<file path="src/rtl/icl_ram.sv">
// ----------------------------------------------------------------------------
// icl_ram
// Generic single-clock RAM with one write port and one registered read port.
// ----------------------------------------------------------------------------
module icl_ram #(
  parameter int WIDTH = 8,
  parameter int DEPTH = 16,
  localparam int ADDR_W = (DEPTH > 1) ? $clog2(DEPTH) : 1
) (
  input  logic              clk,
  input  logic              we,
  input  logic [ADDR_W-1:0] waddr,
  input  logic [WIDTH-1:0]  wdata,
  input  logic              re,
  input  logic [ADDR_W-1:0] raddr,
  output logic [WIDTH-1:0]  rdata
);

  logic [WIDTH-1:0] mem [DEPTH];

  always_ff @(posedge clk) begin
    if (we) begin
      mem[waddr] <= wdata;
    end
    if (re) begin
      rdata <= mem[raddr];
    end
  end

endmodule

</file>
<file path="config.mk">
export PLATFORM = sky130hd
export DESIGN_NAME = icl_ram
export DESIGN_NICKNAME = d
export VERILOG_FILES = /design/src/rtl/icl_ram.sv
export SDC_FILE = /design/constraint.sdc
export NUM_CORES = 1
export LEC_CHECK = 0
export ABC_AREA = 1
export BUFFER_PORTS_ARGS = -buffer_cell sky130_fd_sc_hd__buf_2
export CELL_PAD_IN_SITES_DETAIL_PLACEMENT = 1
export CELL_PAD_IN_SITES_GLOBAL_PLACEMENT = 1
export CORE_AREA = 2 2 148 107
export DETAILED_ROUTE_END_ITERATION = 7
export DIE_AREA = 0 0 150 109
export GPL_TIMING_DRIVEN = 1
export PLACE_DENSITY = 0.72
export SKIP_CTS_REPAIR_TIMING = 1
export SLEW_MARGIN = 5
export SYNTH_ARGS = -nofsm -noshare
export SYNTH_HDL_FRONTEND = slang
export SYNTH_SLANG_ARGS = --single-unit
</file>
<file path="constraint.sdc">
create_clock -name clk -period 0.93 [get_ports clk]
set_input_delay 0 -clock clk [delete_from_list [all_inputs] [get_ports clk]]
set_output_delay 0 -clock clk [all_outputs]
set_load 0.1 [all_outputs]
</file>
==> results by group <==
Timing
  – Final hold slack: 0.00705 ns
  – Fmax: 876 MHz
  – Setup violators final: 16
  – Clock skew: 0.00913 ns
  – RSZ-0062 raised after global routing: yes
  – Min Tclk post-route: 1.14 ns
  – Fin. Hold Viols: 0
  – Setup_tns: -2.45 ns
  – Final WS setup: -0.212 ns
  – Period utilization: 1.23
  – Worst relative slew slack: 0.709
  – Pins Over Slew Limit: 0
  – Worst-Margin Slew: 0.436 ns

Floorplanning
  – Die outline width: 150 um
  – # IOs: 27
  – Starting density of the core: 0.389
  – Die Ht: 109 um
  – Core area: 0.0150 mm^2
  – Die ar.: 0.0164 mm^2
  – Row count: 38

Synth
  – Simple-Gate Fraction of Synth Area: 0.208
  – Fraction of registers with async set or reset after synthesis: 0
  – Synth top area cells: edfxtp_1, nand2_1, nand3_1
  – Number of synthesis warnings: 0
  – Sequential area share after synthesis: 0.698
  – Netlist Area Pre-Place: 0.00585 mm^2
  – Post-synth top area cell: edfxtp_1
  – Adder-cell share of the synthesized area: 0
  – Mux cell area share after synthesis: 0
  – Ys flop type: edfxtp_1
  – Netlist cell types: 11
  – Synth top cells by count: nand2_1, edfxtp_1, inv_1
  – Yosys reg bits: 136
  – Syn avg cell area: 10.6 um^2
  – Cell with the most instances after synthesis: nand2_1
  – Post-Syn Nets: 570
  – Compound-Gate Fraction of Synth Area: 0
  – XOR/XNOR Fraction of Synth Area: 0
  – Largest family of logic cells by synthesized area: simple AND/OR/NAND/NOR gates
  – Post-Syn Instances: 551
  – Share of the synthesized area in the top cell type: 0.698
  – Post-synth EDFFs: 136

Power and ir drop
  – Flop pwr share: 0.443
  – P_leak: 3.23 nW
  – Cell Pwr Density: 2090 mW/mm^2
  – Combinational power share: 0.091
  – Switch share: 0.230
  – Clock network power share: 0.466
  – Power Internal: 12.1 mW
  – Max VDD drop: 1230 uV
  – Net switching power: 3.62 mW

Setup path
  – Worst Path Required: 1.09 ns
  – CP Data Arrival Time: 1.31 ns
  – CP max FO: 1
  – Slowest stage cell, crit path: edfxtp_1
  – CP Class: reg -> reg
  – CP max stage delay: 0.37 ns
  – CP Launch Type: flip-flop
  – Worst reg2reg setup slack: -0.21 ns
  – Worst-path cell chain: inv_1 -> nand2_1 -> nand3_2 -> nand3_1 -> nand3_2 -> nand2_1
  – Critical path capture point type: flip-flop
  – CP delay by family, top: simple AND/OR/NAND/NOR gates
  – CP Buf/Inv Count: 1

Detailed routing
  – DRC: 0
  – Via count: 4180
  – Initial detailed-routing violation count: 283
  – Routed wire length: 17100 um
  – Via-to-Cell Ratio: 5.07
  – Drt first pass iters: 5
  – Detail Route Antenna Nets: 0
  – Routed length per instance: 20.7 um

Clock tree
  – Num Clock Sinks: 136
  – Clock-pin slew on the worst setup and hold paths: 0.06 ns
  – CTS tree: built
  – Root buf cell: clkbuf_16
  – H-tree depth: 4
  – Longest Clk Path Bufs: 2
  – Worst skew pair latency: 0.42 ns
  – CTS Buf Count: 17

Status
  – Status: finished, violations left
  – Failing checks: setup timing

Place
  – IO Port Bufs: 26
  – Routability cong.: 0.862
  – DP HPWL: 11000 um
  – Pre-CTS WS: -0.307 ns

Global route
  – Initial antenna violation count: 1
  – First-pass GRT wire length: 25700 um
  – Total GRT Usage: 0.220
  – Grt ovf: 0
  – Number of global-route vias before repair: 4328
  – Pin count of the biggest net entering global routing: 47

Cells and area
  – Ant. Diodes: 0
  – Layout area overhead: 29.1%
  – Share of cells above drive strength 1: 0.271
  – Number of fillers in the final layout: 1630
  – Area of the multi-input gates: 0.00155 mm^2
  – Sequential Area: 0.00408 mm^2
  – Layout net count: 631

Worst hold path
  – HP Class: in -> reg

Job
  – # Max-Cap Violations: 0
==> power by group through the flow <==
stage	logic [mW]	clock network [mW]	registers, mW
2_1_floorplan	0.484	0	7.28
3_3_place_gp	1.24	0	7.09
3_5_place_dp	1.28	0	7.10
4_1_cts	1.29	7.43	6.98
5_1_grt	1.52	7.70	6.98
6_report	1.43	7.35	6.98
==> final timing paths <==
| path | startpoint | endpoint | cells after the start |
|---|---|---|---|
| worst max-delay path | mem[12][0] | rdata[0] | 6 |
| worst max register to register | mem[12][0] | rdata[0] | 6 |
| worst min register to register | mem[7][7] | rdata[7] | 6 |
| worst min-delay path | wdata[2] | mem[0][2] | 1 |
==> state kept, by name (all words and copies together) (netlist names) <==
name and cells:
rdata 8, mem 128
==> stage by stage <==
stage | cells | cell area (um^2) | power, mW | utilization
after floorplan | 551 | 5850 | 7.76 | -
after global placement | 792 | 6570 | 8.33 | 0.438
after detailed placement | 792 | 6570 | 8.38 | 0.438
after CTS | 823 | 7210 | 15.7 | 0.480
after global routing | 824 | 7550 | 16.2 | 0.503
final | 824 | 7550 | 15.7 | 0.503
==> cell usage in the layout (no fill, tap or decap) <==
master         synthesis  layout
clkinv_4               0       3
clkinvlp_4             0       1
nand3_2                0      52
nand3_1               97      42
bufinv_16              0       5
clkinv_2               0       1
buf_4                  4      31
nor2_1                17      17
buf_12                 0      16
clkbuf_16              0      17
buf_2                 13      18
inv_2                  2       7
edfxtp_1             136     136
inv_6                  0       1
nand3_4                0       3
nand2_2                0      14
dlygate4sd3_1          0       1
inv_1                100      95
nand3b_1               2       2
nand2_1              173     159
clkbuf_1               0       3
==> cell families (layout without fill, tap and decap cells) <==
logic type / count (synthesis) / after routing
flops: 136 / 136
simple gates: 289 / 289
buf+inv: 126 / 199
==> final cells by class <==
| class | count | share of cell area |
|---|---|---|
| clock buffer | 20 | 0.0578 |
| clock inverter | 11 | 0.0262 |
| inverter | 102 | 0.0507 |
| multi-input combinational | 289 | 0.205 |
| sequential | 136 | 0.541 |
| tap | 200 | 0.0331 |
| timing repair buffer | 66 | 0.0865 |
==> layer usage <==
layer	global-route usage	wire, um	up-vias
met2	0.337	8060	122
met1	0.312	7880	2136
li1	-	-	1905
met3	0.0519	938	17
met5	0	0	-
met4	0.0714	210	0
Power figures use the tool's default switching activity.
